**config.mk**
```make
export PLATFORM = sky130hd
export DESIGN_NAME = rgbe_scanline_rle_decoder
export DESIGN_NICKNAME = d
export VERILOG_FILES = /design/src/hw/rtl/rsrd_pkg.sv /design/src/hw/rtl/rsrd_core.sv /design/src/hw/rtl/rgbe_scanline_rle_decoder.sv
export SDC_FILE = /design/constraint.sdc
export NUM_CORES = 1
export LEC_CHECK = 0
export BUFFER_PORTS_ARGS = -buffer_cell sky130_fd_sc_hd__buf_2
export CORE_ASPECT_RATIO = 1.75
export CORE_MARGIN = 10
export CORE_UTILIZATION = 40
export CTS_BUF_LIST = sky130_fd_sc_hd__clkbuf_8
export CTS_CLUSTER_SIZE = 24
export DETAILED_ROUTE_END_ITERATION = 7
export REMOVE_ABC_BUFFERS = 1
export SLEW_MARGIN = 30
export SYNTH_ARGS = -nofsm -noshare
export SYNTH_HDL_FRONTEND = slang
export SYNTH_SLANG_ARGS = --single-unit
```
**constraint.sdc**
```tcl
create_clock -name clk -period 12.23 [get_ports clk]
set_clock_uncertainty 0.1 [all_clocks]
set_input_delay 1.8345 -clock clk [delete_from_list [all_inputs] [get_ports clk]]
set_output_delay 1.8345 -clock clk [all_outputs]
set_load 0.01 [all_outputs]
```
**src/hw/rtl/rsrd_pkg.sv**
```systemverilog
`default_nettype none

package rsrd_pkg;

    // Decoder phases
    typedef enum logic [2:0] {
        PH_HEAD0 = 3'd0,
        PH_HEAD  = 3'd1,
        PH_OLD   = 3'd2,
        PH_CODE  = 3'd3,
        PH_RUN   = 3'd4,
        PH_LIT   = 3'd5,
        PH_SKIP  = 3'd6
    } phase_t;

    // One write span, with its valid flag
    typedef struct packed {
        logic        valid;
        logic [15:0] start_pixel;
        logic [15:0] span_count;
        logic [2:0]  lane;
        logic [31:0] pixel_value;
        logic        row_done;
        logic        overrun;
    } span_t;

    localparam logic [15:0] MIN_PLANAR_WIDTH = 16'd8;
    localparam logic [15:0] MAX_PLANAR_WIDTH = 16'h7fff;
    localparam logic [7:0]  HEADER_MARK      = 8'd2;
    localparam logic [7:0]  RUN_FLAG         = 8'd128;
    localparam logic [23:0] REPEAT_MARK      = 24'h010101;
    localparam logic [2:0]  LANE_PACKED      = 3'd4;
    localparam logic [1:0]  LANE_EXP         = 2'd3;
    localparam logic [1:0]  GATHER_FULL      = 2'd3;
    localparam logic [1:0]  SHIFT_MAX        = 2'd3;

endpackage

`default_nettype wire

```
**src/hw/rtl/rsrd_core.sv**
```systemverilog
`default_nettype none

module rsrd_core
(
    input  wire logic            clk,
    input  wire logic            rst_n,
    input  wire logic            step,
    input  wire logic [7:0]      data_byte,
    input  wire logic [15:0]     line_width,
    output rsrd_pkg::span_t      span
);

    rsrd_pkg::phase_t phase_reg, phase_next;
    logic [23:0] gathered_reg, gathered_next;
    logic [1:0]  count_reg, count_next;
    logic [1:0]  chan_reg, chan_next;
    logic [15:0] pos_reg, pos_next;
    logic [7:0]  rem_reg, rem_next;
    logic [31:0] prev_reg, prev_next;
    logic [1:0]  shift_reg, shift_next;

    logic [15:0] width;
    logic [31:0] pix;
    logic        is_repeat;
    logic [15:0] rep_cnt;
    logic        header_bad;

    // span request
    logic        span_do;
    logic [15:0] span_want;
    logic [2:0]  span_lane;
    logic [31:0] span_val;
    logic        span_last;
    logic        span_extra;

    // span placement
    logic [15:0] avail;
    logic [15:0] span_n;
    logic [16:0] span_end;
    logic        ended;
    logic [7:0]  rem_dec;

    assign width      = (line_width == 16'd0) ? 16'd1 : line_width;
    assign pix        = {gathered_reg, data_byte};
    assign is_repeat  = (pix[31:8] == rsrd_pkg::REPEAT_MARK);
    assign header_bad = (gathered_reg[15:8] != rsrd_pkg::HEADER_MARK) || gathered_reg[7];
    assign rem_dec    = (rem_reg != 8'd0) ? rem_reg - 8'd1 : 8'd0;

    // repeat count, saturated at 16 bits
    always_comb
    begin
        case (shift_reg)
            2'd0:    rep_cnt = {8'd0, data_byte};
            2'd1:    rep_cnt = {data_byte, 8'd0};
            default: rep_cnt = (data_byte != 8'd0) ? 16'hffff : 16'd0;
        endcase
    end

    // select the span this byte asks for
    always_comb
    begin
        span_do    = 1'b0;
        span_want  = 16'd1;
        span_lane  = {1'b0, chan_reg};
        span_val   = {24'd0, data_byte};
        span_last  = (chan_reg == rsrd_pkg::LANE_EXP);
        span_extra = 1'b0;
        case (phase_reg)
            rsrd_pkg::PH_HEAD, rsrd_pkg::PH_OLD:
            begin
                if (count_reg == rsrd_pkg::GATHER_FULL &&
                    (phase_reg == rsrd_pkg::PH_OLD || header_bad))
                begin
                    span_do   = !is_repeat || (rep_cnt != 16'd0);
                    span_want = is_repeat ? rep_cnt : 16'd1;
                    span_lane = rsrd_pkg::LANE_PACKED;
                    span_val  = is_repeat ? prev_reg : pix;
                    span_last = 1'b1;
                end
            end
            rsrd_pkg::PH_RUN:
            begin
                span_do   = 1'b1;
                span_want = {8'd0, rem_reg};
            end
            rsrd_pkg::PH_LIT:
            begin
                span_do    = 1'b1;
                span_extra = (rem_reg > 8'd1);
            end
            default:
            begin
                span_do = 1'b0;
            end
        endcase
    end

    // clip the span to the line
    assign avail    = (pos_reg < width) ? width - pos_reg : 16'd0;
    assign span_n   = (span_want > avail) ? avail : span_want;
    assign span_end = {1'b0, pos_reg} + {1'b0, span_n};
    assign ended    = (span_end >= {1'b0, width});

    always_comb
    begin
        span.valid       = span_do && (span_n != 16'd0);
        span.start_pixel = pos_reg;
        span.span_count  = span_n;
        span.lane        = span_lane;
        span.pixel_value = span_val;
        span.row_done    = ended && span_last;
        span.overrun     = (span_want > span_n) || (ended && span_extra);
    end

    // next state
    always_comb
    begin
        phase_next    = phase_reg;
        gathered_next = gathered_reg;
        count_next    = count_reg;
        chan_next     = chan_reg;
        pos_next      = pos_reg;
        rem_next      = rem_reg;
        prev_next     = prev_reg;
        shift_next    = shift_reg;
        case (phase_reg)
            rsrd_pkg::PH_HEAD0:
            begin
                pos_next      = 16'd0;
                chan_next     = 2'd0;
                shift_next    = 2'd0;
                gathered_next = {16'd0, data_byte};
                count_next    = 2'd1;
                if (width < rsrd_pkg::MIN_PLANAR_WIDTH || width > rsrd_pkg::MAX_PLANAR_WIDTH ||
                    data_byte != rsrd_pkg::HEADER_MARK)
                    phase_next = rsrd_pkg::PH_OLD;
                else
                    phase_next = rsrd_pkg::PH_HEAD;
            end
            rsrd_pkg::PH_HEAD, rsrd_pkg::PH_OLD:
            begin
                if (count_reg != rsrd_pkg::GATHER_FULL)
                begin
                    gathered_next = {gathered_reg[15:0], data_byte};
                    count_next    = count_reg + 2'd1;
                end
                else
                begin
                    gathered_next = 24'd0;
                    count_next    = 2'd0;
                    if (phase_reg == rsrd_pkg::PH_HEAD && !header_bad)
                    begin
                        // valid planar header
                        chan_next  = 2'd0;
                        pos_next   = 16'd0;
                        rem_next   = 8'd0;
                        phase_next = rsrd_pkg::PH_CODE;
                    end
                    else
                    begin
                        phase_next = rsrd_pkg::PH_OLD;
                        if (is_repeat)
                        begin
                            if (shift_reg != rsrd_pkg::SHIFT_MAX)
                                shift_next = shift_reg + 2'd1;
                        end
                        else
                        begin
                            shift_next = 2'd0;
                            prev_next  = pix;
                        end
                        if (span_do)
                        begin
                            pos_next = span_end[15:0];
                            if (ended)
                            begin
                                pos_next   = 16'd0;
                                shift_next = 2'd0;
                                phase_next = rsrd_pkg::PH_HEAD0;
                            end
                        end
                    end
                end
            end
            rsrd_pkg::PH_CODE:
            begin
                if (data_byte > rsrd_pkg::RUN_FLAG)
                begin
                    rem_next   = {1'b0, data_byte[6:0]};
                    phase_next = rsrd_pkg::PH_RUN;
                end
                else if (data_byte != 8'd0)
                begin
                    rem_next   = data_byte;
                    phase_next = rsrd_pkg::PH_LIT;
                end
            end
            rsrd_pkg::PH_RUN, rsrd_pkg::PH_LIT:
            begin
                rem_next = (phase_reg == rsrd_pkg::PH_RUN) ? 8'd0 : rem_dec;
                pos_next = span_end[15:0];
                if (ended)
                begin
                    // channel full: move to next channel or next line
                    pos_next = 16'd0;
                    if (chan_reg == rsrd_pkg::LANE_EXP)
                    begin
                        chan_next  = 2'd0;
                        phase_next = rsrd_pkg::PH_HEAD0;
                    end
                    else
                    begin
                        chan_next  = chan_reg + 2'd1;
                        phase_next = rsrd_pkg::PH_CODE;
                    end
                    if (rem_next != 8'd0)
                        phase_next = rsrd_pkg::PH_SKIP;
                end
                else if (rem_next == 8'd0)
                begin
                    phase_next = rsrd_pkg::PH_CODE;
                end
            end
            rsrd_pkg::PH_SKIP:
            begin
                rem_next = rem_dec;
                if (rem_dec == 8'd0)
                    phase_next = (chan_reg == 2'd0) ? rsrd_pkg::PH_HEAD0 : rsrd_pkg::PH_CODE;
            end
            default:
            begin
                phase_next = rsrd_pkg::PH_HEAD0;
            end
        endcase
    end

    // state registers, updated once per consumed byte
    always_ff @(posedge clk or negedge rst_n)
    begin
        if (!rst_n)
        begin
            phase_reg    <= rsrd_pkg::PH_HEAD0;
            gathered_reg <= 24'd0;
            count_reg    <= 2'd0;
            chan_reg     <= 2'd0;
            pos_reg      <= 16'd0;
            rem_reg      <= 8'd0;
            prev_reg     <= 32'd0;
            shift_reg    <= 2'd0;
        end
        else if (step)
        begin
            phase_reg    <= phase_next;
            gathered_reg <= gathered_next;
            count_reg    <= count_next;
            chan_reg     <= chan_next;
            pos_reg      <= pos_next;
            rem_reg      <= rem_next;
            prev_reg     <= prev_next;
            shift_reg    <= shift_next;
        end
    end

endmodule

`default_nettype wire

```
**src/hw/rtl/rgbe_scanline_rle_decoder.sv**
```systemverilog
`default_nettype none

// Channel   Handshake            Payload
// input     in_valid/in_ready    data_byte
// output    out_valid/out_ready  start_pixel, span_count, lane, pixel_value, row_done, overrun
// config    cfg_wr_en            cfg_wr_data (line_width)
//
// One byte per cycle sustained while the output is not stalled. A byte is held in the input register,
// is decoded by the core logic and its span (if any) lands in the output register.
// Reset puts the decoder at the start of a scanline with line_width = 1.
// A stalled output holds the output register and a full input register; in_ready drops only when both are full.

module rgbe_scanline_rle_decoder
(
    input  wire logic        clk,
    input  wire logic        rst_n,
    input  wire logic        cfg_wr_en,
    input  wire logic [15:0] cfg_wr_data,
    input  wire logic        in_valid,
    output logic             in_ready,
    input  wire logic [7:0]  data_byte,
    output logic             out_valid,
    input  wire logic        out_ready,
    output logic [15:0]      start_pixel,
    output logic [15:0]      span_count,
    output logic [2:0]       lane,
    output logic [31:0]      pixel_value,
    output logic             row_done,
    output logic             overrun
);

    logic [15:0]     width_reg;
    logic            in_valid_reg;
    logic [7:0]      byte_reg;
    logic            out_valid_reg;
    rsrd_pkg::span_t span;
    rsrd_pkg::span_t out_reg;
    logic            advance;
    logic            consume;

    // pipeline control
    assign advance  = !out_valid_reg || out_ready;
    assign consume  = in_valid_reg && advance;
    assign in_ready = !in_valid_reg || advance;

    // configuration register
    always_ff @(posedge clk or negedge rst_n)
    begin
        if (!rst_n)
            width_reg <= 16'd1;
        else if (cfg_wr_en)
            width_reg <= cfg_wr_data;
    end

    // input register
    always_ff @(posedge clk or negedge rst_n)
    begin
        if (!rst_n)
            in_valid_reg <= 1'b0;
        else if (in_ready)
            in_valid_reg <= in_valid;
    end

    always_ff @(posedge clk)
    begin
        if (in_valid && in_ready)
            byte_reg <= data_byte;
    end

    rsrd_core u_core
    (
        .clk        (clk),
        .rst_n      (rst_n),
        .step       (consume),
        .data_byte  (byte_reg),
        .line_width (width_reg),
        .span       (span)
    );

    // output register
    always_ff @(posedge clk or negedge rst_n)
    begin
        if (!rst_n)
            out_valid_reg <= 1'b0;
        else if (advance)
            out_valid_reg <= consume && span.valid;
    end

    always_ff @(posedge clk)
    begin
        if (advance)
            out_reg <= span;
    end

    assign out_valid   = out_valid_reg;
    assign start_pixel = out_reg.start_pixel;
    assign span_count  = out_reg.span_count;
    assign lane        = out_reg.lane;
    assign pixel_value = out_reg.pixel_value;
    assign row_done    = out_reg.row_done;
    assign overrun     = out_reg.overrun;

endmodule

`default_nettype wire
```
==> results of run 1 <==
-- cells in the mapped netlist (all sizes together) (15+ instances only) --
| library cell | instances | area (sq um) |
|---|---|---|
| dfrtp | 106 | 2650 |
| nand2 | 88 | 333 |
| ha | 87 | 1090 |
| nor2 | 87 | 327 |
| a21oi | 78 | 390 |
| edfxtp | 77 | 2310 |
| inv | 76 | 285 |
| a22o | 68 | 596 |
| o21ai | 60 | 300 |
| clkbuf | 52 | 195 |
| a21o | 32 | 240 |
| nand3 | 23 | 115 |
| mux2 | 21 | 236 |
| nor3 | 19 | 95.1 |
| xnor2 | 19 | 166 |
| nand4 | 15 | 93.8 |
| xor2 | 15 | 131 |
-- kinds of logic (layout without fill, tap and decap cells) --
family	after synthesis	after routing	synth area share [%]
AOI/OAI and AO/OA	307	307	19.4
xor gates and xnor gates	34	34	2.78
adders and majority gates	89	89	10.4
buffers and inverters	131	218	4.66
DFF	184	184	46.6
muxes	24	24	2.49
and+or+nand+nor	304	304	13.6
-- worst paths after layout --
kind                                         start            endpoint
min in group asynchronous                    rst_n  u_core.pos_reg[12]
worst min register to register  u_core.prev_reg[7]  u_core.prev_reg[7]
worst max-delay path                  width_reg[8]   u_core.pos_reg[0]
worst min-delay path            u_core.prev_reg[7]  u_core.prev_reg[7]
max in group asynchronous                    rst_n        in_valid_reg
worst max register to register        width_reg[8]   u_core.pos_reg[0]
-- area by class of cell --
cell class                      instances  area share [%]
Tap cell                              324            3.39
Sequential cell                       184            41.8
Timing Repair Buffer                  110            4.89
Multi-Input combinational cell        758            44.0
Clock inverter                         15            1.66
Clock buffer                           17            1.96
Inverter                               76            2.39
-- report_power, final --
group	leakage, nW	switching [mW]	internal (mW)
Combinational	3.16	0.345	0.229
Clock	0.212	0.261	0.176
Sequential	2.30	0.103	0.791
-- metal layers --
metal / vias up / GRT usage [%] / wire, microns
li1: 4067 / - / -
met1: 4109 / 16.7 / 10500
met2: 155 / 35.1 / 17300
met3: 66 / 3.35 / 815
met4: 0 / 9.94 / 1510
met5: - / 0 / 0
-- per-stage QoR --
stage / instances / cell area (sq um) / power, mW / util, %
4_1_cts: 1484 / 11900 / 1.93 / 45.1
2_1_floorplan: 1018 / 10500 / 1.26 / -
5_1_grt: 1484 / 12000 / 2.02 / 45.1
3_3_place_gp: 1452 / 11500 / 1.48 / 43.5
3_5_place_dp: 1452 / 11500 / 1.49 / 43.5
6_report: 1484 / 12000 / 1.90 / 45.1
-- critical path: cells and delay by family, from the launching register on --
kind / cells / cell delay [ps]
buf+inv: 4 / 520
flops: 1 / 400
compound gates: 18 / 4670
xor+xnor: 1 / 180
fa+ha+maj: 5 / 1360
simple gates: 10 / 3040
==> flow_summary.ini, run 1 <==
[clock_tree]
ctsHoldBuffers = 0
cts_tree = yes
htreeDepth = 4
cts_sinks = 184
cts_setup_buffers = 0
cts_buffer_depth = 2
path_clk_slew_ps = 100
worst_skew_pair.late_latency_ps = 520
cts_resized = 0
cts_root_buf = clkbuf_8
cts_inserted_buffers = 17

[finish]
mostFrequentLayoutCells = dfrtp_1, buf_2, nor2_1, ha_1, nand2_1
multi_input_area_sq_mm = 0.00526
fillCellCount = 2586
seq_area_sq_mm = 0.00499
num_antenna_cells = 0
final_common_cell = dfrtp_1
fin_nets = 1264
area_growth_pct = 11.5
drive_gt1_share_pct = 15.6

[worst_setup_path]
max_stage_delay_ps = 670
crit_slowest_cell = o21ai_0
critPathMaxFanout = 23
r2r_slack_ps = 1840
arrival_ps = 10720
startpoint_type = register
critPathRequiredTime_ps = 12560
cp-end-kind = register
critPathKind = reg2reg
crit_top_cell = ha_1
worstRegToRegCells = 38

[min_path]
hold_depth = 2
min_path_type = reg2reg

[global_route]
grt_pass1_vias = 8748
grt_max_degree = 70
antenna_found_initial = 0
grt_usage_pct = 18.0
grt_pass1_wl_microns = 47400
grt_overflow = 0

[drt]
via_count = 8397
drt_iter0_drc = 429
viasPerCell = 5.66
wl_per_cell_microns = 20.3
totalWireLength_microns = 30200
drtAntennaViolNets = 0
first_pass_iters = 5
drc = 0

[timing]
worst_slew_pin_slew_ps = 1010
fin_crit_ps = 10390
rsz0062_at_grt = no
slew_headroom_pct = 32.2
finalHoldViolCount = 0
setup_viol = 0
finalCritPeriodShare_pct = 84.9
fin_setup_tns_ps = 0
max_clock_freq_mhz = 96.3
maxSlewViolCount = 0
postLayoutSetupSlackWorst_ps = 1840
hold_ws_ps = 403

[yosys]
ys_ff_latch = 184
yosysSeqAreaShare_pct = 46.6
synth_edf_count = 77
avgSynthCellArea_sq_um = 9.99
yosysWarnings = 0
postSynthCellCount = 1073
syn_area_sq_mm = 0.0107
ys.flop_type = dfrtp_1
async_flop_share_pct = 58.2
ys_types = 66

[pwr]
p_per_area_mw_per_mm2 = 159
cellLeakagePower_nw = 5.67
irDropWorstVdd_mv = 0.0700

[die]
core_area_sq_mm = 0.0265
start_util_pct = 40.5
die_w_microns = 144
boundaryPins = 100
die-area_sq_mm = 0.0340
num_rows = 79
die_y_microns = 237

[place]
place.gp.congestion = 0.979
dpl.hpwl_microns = 23200
pre_cts_slack_ps = 1870
numPortBuffers = 99

[outcome]
outcome = finished, final reports clean

[flow_run]
drv_cap = 0
Note: power is estimated with default switching activity, not from simulation.
==> run 2, diff against run 1 <==
Settings changed: ABC_AREA from default to 1.
Clock period 12.23 ns to 8.7 ns, I/O delays scaled along.
==> flow_summary.ini, run 2 <==
[yosys]
synth_top_area_share_pct = 23.9
async_flop_share_pct = 58.2
yosysMostFrequentCell = nand2_1
synth_area_leaders = dfrtp_1, edfxtp_1, nand2_1, ha_1, inv_1
ys_types = 46
yosysSeqAreaShare_pct = 45.0
syn_area_sq_mm = 0.0111
yosysWarnings = 0
postSynthCellCount = 1401
ys.flop_type = dfrtp_1
synth_edf_count = 77
ys_ff_latch = 184
avgSynthCellArea_sq_um = 7.92
synth_common_cells = nand2_1, inv_1, nor2_1
synth_top_cell_by_area = dfrtp_1

[drt]
totalWireLength_microns = 33500
via_count = 9604
drt_iter0_drc = 660
wl_per_cell_microns = 17.9
drtAntennaViolNets = 0
viasPerCell = 5.13
first_pass_iters = 6
drc = 0

[flow_run]
drv_cap = 0

[finish]
num_antenna_cells = 0
stdcell_count = 1871
mostFrequentLayoutCells = nand2_1, inv_1, nor2_1
drive_gt1_share_pct = 10.6
final_common_cell = nand2_1
area_growth_pct = 11.9
design_area_sq_mm = 0.0124
seq_area_sq_mm = 0.00499
multi_input_area_sq_mm = 0.00525
fillCellCount = 2807
fin_nets = 1606

[place]
dpl.hpwl_microns = 26900
pre_cts_slack_ps = 515
placed_area_sq_mm = 0.0120
placed_cells = 1839
place.gp.congestion = 0.928
numPortBuffers = 99

[pwr]
pwr-share-clk_pct = 17.9
p_int_mw = 2.00
irDropWorstVdd_mv = 0.113
cellLeakagePower_nw = 6.38
power_frac_comb_pct = 45.9
p_per_area_mw_per_mm2 = 291
p_sw_mw = 1.62
pwr-share-seq_pct = 36.2
swShare_pct = 44.7

[clock_tree]
htreeDepth = 4
cts_sinks = 184
cts_setup_buffers = 0
cts_tree = yes
cts_root_buf = clkbuf_8
cts_buffer_depth = 2
path_clk_slew_ps = 100
worst_skew_pair.late_latency_ps = 520
cts_inserted_buffers = 17

[worst_setup_path]
startpoint_type = register
max_stage_delay_ps = 420
r2r-end = u_core.pos_reg[15]
crit_top_cell = nand2_1
r2r_slack_ps = 680
critPathRequiredTime_ps = 9050
cp-end-kind = register
worstRegToRegCells = 51
critPathMaxFanout = 16
crit_slowest_cell = dfrtp_1
r2r_start = width_reg[15]
arrival_ps = 8370
critPathKind = reg2reg

[global_route]
antenna_found_initial = 0
grt_pass1_vias = 9998
grt_max_degree = 73
grt_usage_pct = 19.4
grt_pass1_wl_microns = 52800
grt_overflow = 0

[die]
start_util_pct = 40.6
core_area_sq_mm = 0.0273
die_w_microns = 146
boundaryPins = 100
num_rows = 80
die-area_sq_mm = 0.0351
die_y_microns = 240

[timing]
finalHoldViolCount = 0
fin_setup_tns_ps = 0
finalCritPeriodShare_pct = 92.2
rsz0062_at_grt = no
setup_viol = 0
fin_crit_ps = 8020
slew_headroom_pct = 46.3
worst_slew_pin_slew_ps = 799
max_clock_freq_mhz = 125
maxSlewViolCount = 0
postLayoutSetupSlackWorst_ps = 679

[outcome]
outcome = finished, final reports clean

[min_path]
min_from = u_core.prev_reg[16]
min_path_type = reg2reg
min_to = u_core.prev_reg[16]
hold_depth = 2
[run 2: cell count changes after synthesis, sizes merged, moves of 14 or more]
cell,delta
a22o,-67
inv,+113
nand2,+288
nand3,+36
mux2,-21
clkbuf,-18
o22ai,+22
nor2,+49
a21o,-26
o21ai,+69
xnor2,-14
[run 2: worst max-delay path by stage]
stage	from	to	slack (ps)	cells after the start
5_1_grt	width_reg[15]	u_core.pos_reg[15]	90	49
3_5_place_dp	width_reg[15]	u_core.pos_reg[1]	520	51
2_1_floorplan	width_reg[12]	u_core.pos_reg[11]	2330	47
6_report	width_reg[15]	u_core.pos_reg[15]	680	51
4_1_cts	width_reg[15]	u_core.pos_reg[0]	470	51
3_3_place_gp	width_reg[9]	u_core.pos_reg[7]	780	51
[run 2: power groups by stage]
stage          Combinational [mW]  Sequential (mW)  Clock (mW)
2_1_floorplan                1.06             1.33           0
3_3_place_gp                 1.64             1.32           0
3_5_place_dp                 1.65             1.32           0
4_1_cts                      1.66             1.31       0.663
5_1_grt                      1.87             1.34       0.696
6_report                     1.66             1.31       0.647
[run 2: stage by stage]
step / util, % / hold slack, ps / total power, mW
after floorplan: - / 348 / 2.39
after global placement: 43.8 / 364 / 2.96
after detailed placement: 43.8 / 370 / 2.98
after CTS: 45.4 / 395 / 3.63
after global routing: 45.5 / 420 / 3.91
final: 45.5 / 392 / 3.61
[run 2: critical path: cells and delay by family, from the launching register on]
kind | cells | cell delay (ps)
compound gates | 7 | 1710
fa+ha+maj | 5 | 1220
buf+inv | 8 | 940
flops | 1 | 420
simple gates | 31 | 3550
[run 2: cells by family after synthesis]
kind of cell | count (synthesis) | share of synthesized area [%]
flops | 184 | 45.0
compound gates | 261 | 12.6
buf+inv | 230 | 7.96
simple gates | 620 | 23.1
xor+xnor | 18 | 1.42
fa+ha+maj | 88 | 9.99
[run 2: final cells by class]
class | count | area share [%]
well taps | 369 | 3.71
repair buffers | 108 | 4.58
multi-input cells | 987 | 42.3
inverters | 191 | 5.79
clock buffers | 17 | 1.88
clock inverters | 15 | 1.60
flip-flops and latches | 184 | 40.2
[run 2: what timing repair did]
action | in CTS | in global routing
hold buffers | 0 | 0
endpoints found under the setup margin | 0 | 17
resized for setup | 0 | 3
[run 2: routing by layer]
layer | track usage [%] | wire [microns]
met5 | 0 | 0
met1 | 17.1 | 11400
met2 | 37.5 | 18500
met4 | 14.6 | 2420
met3 | 3.69 | 1200
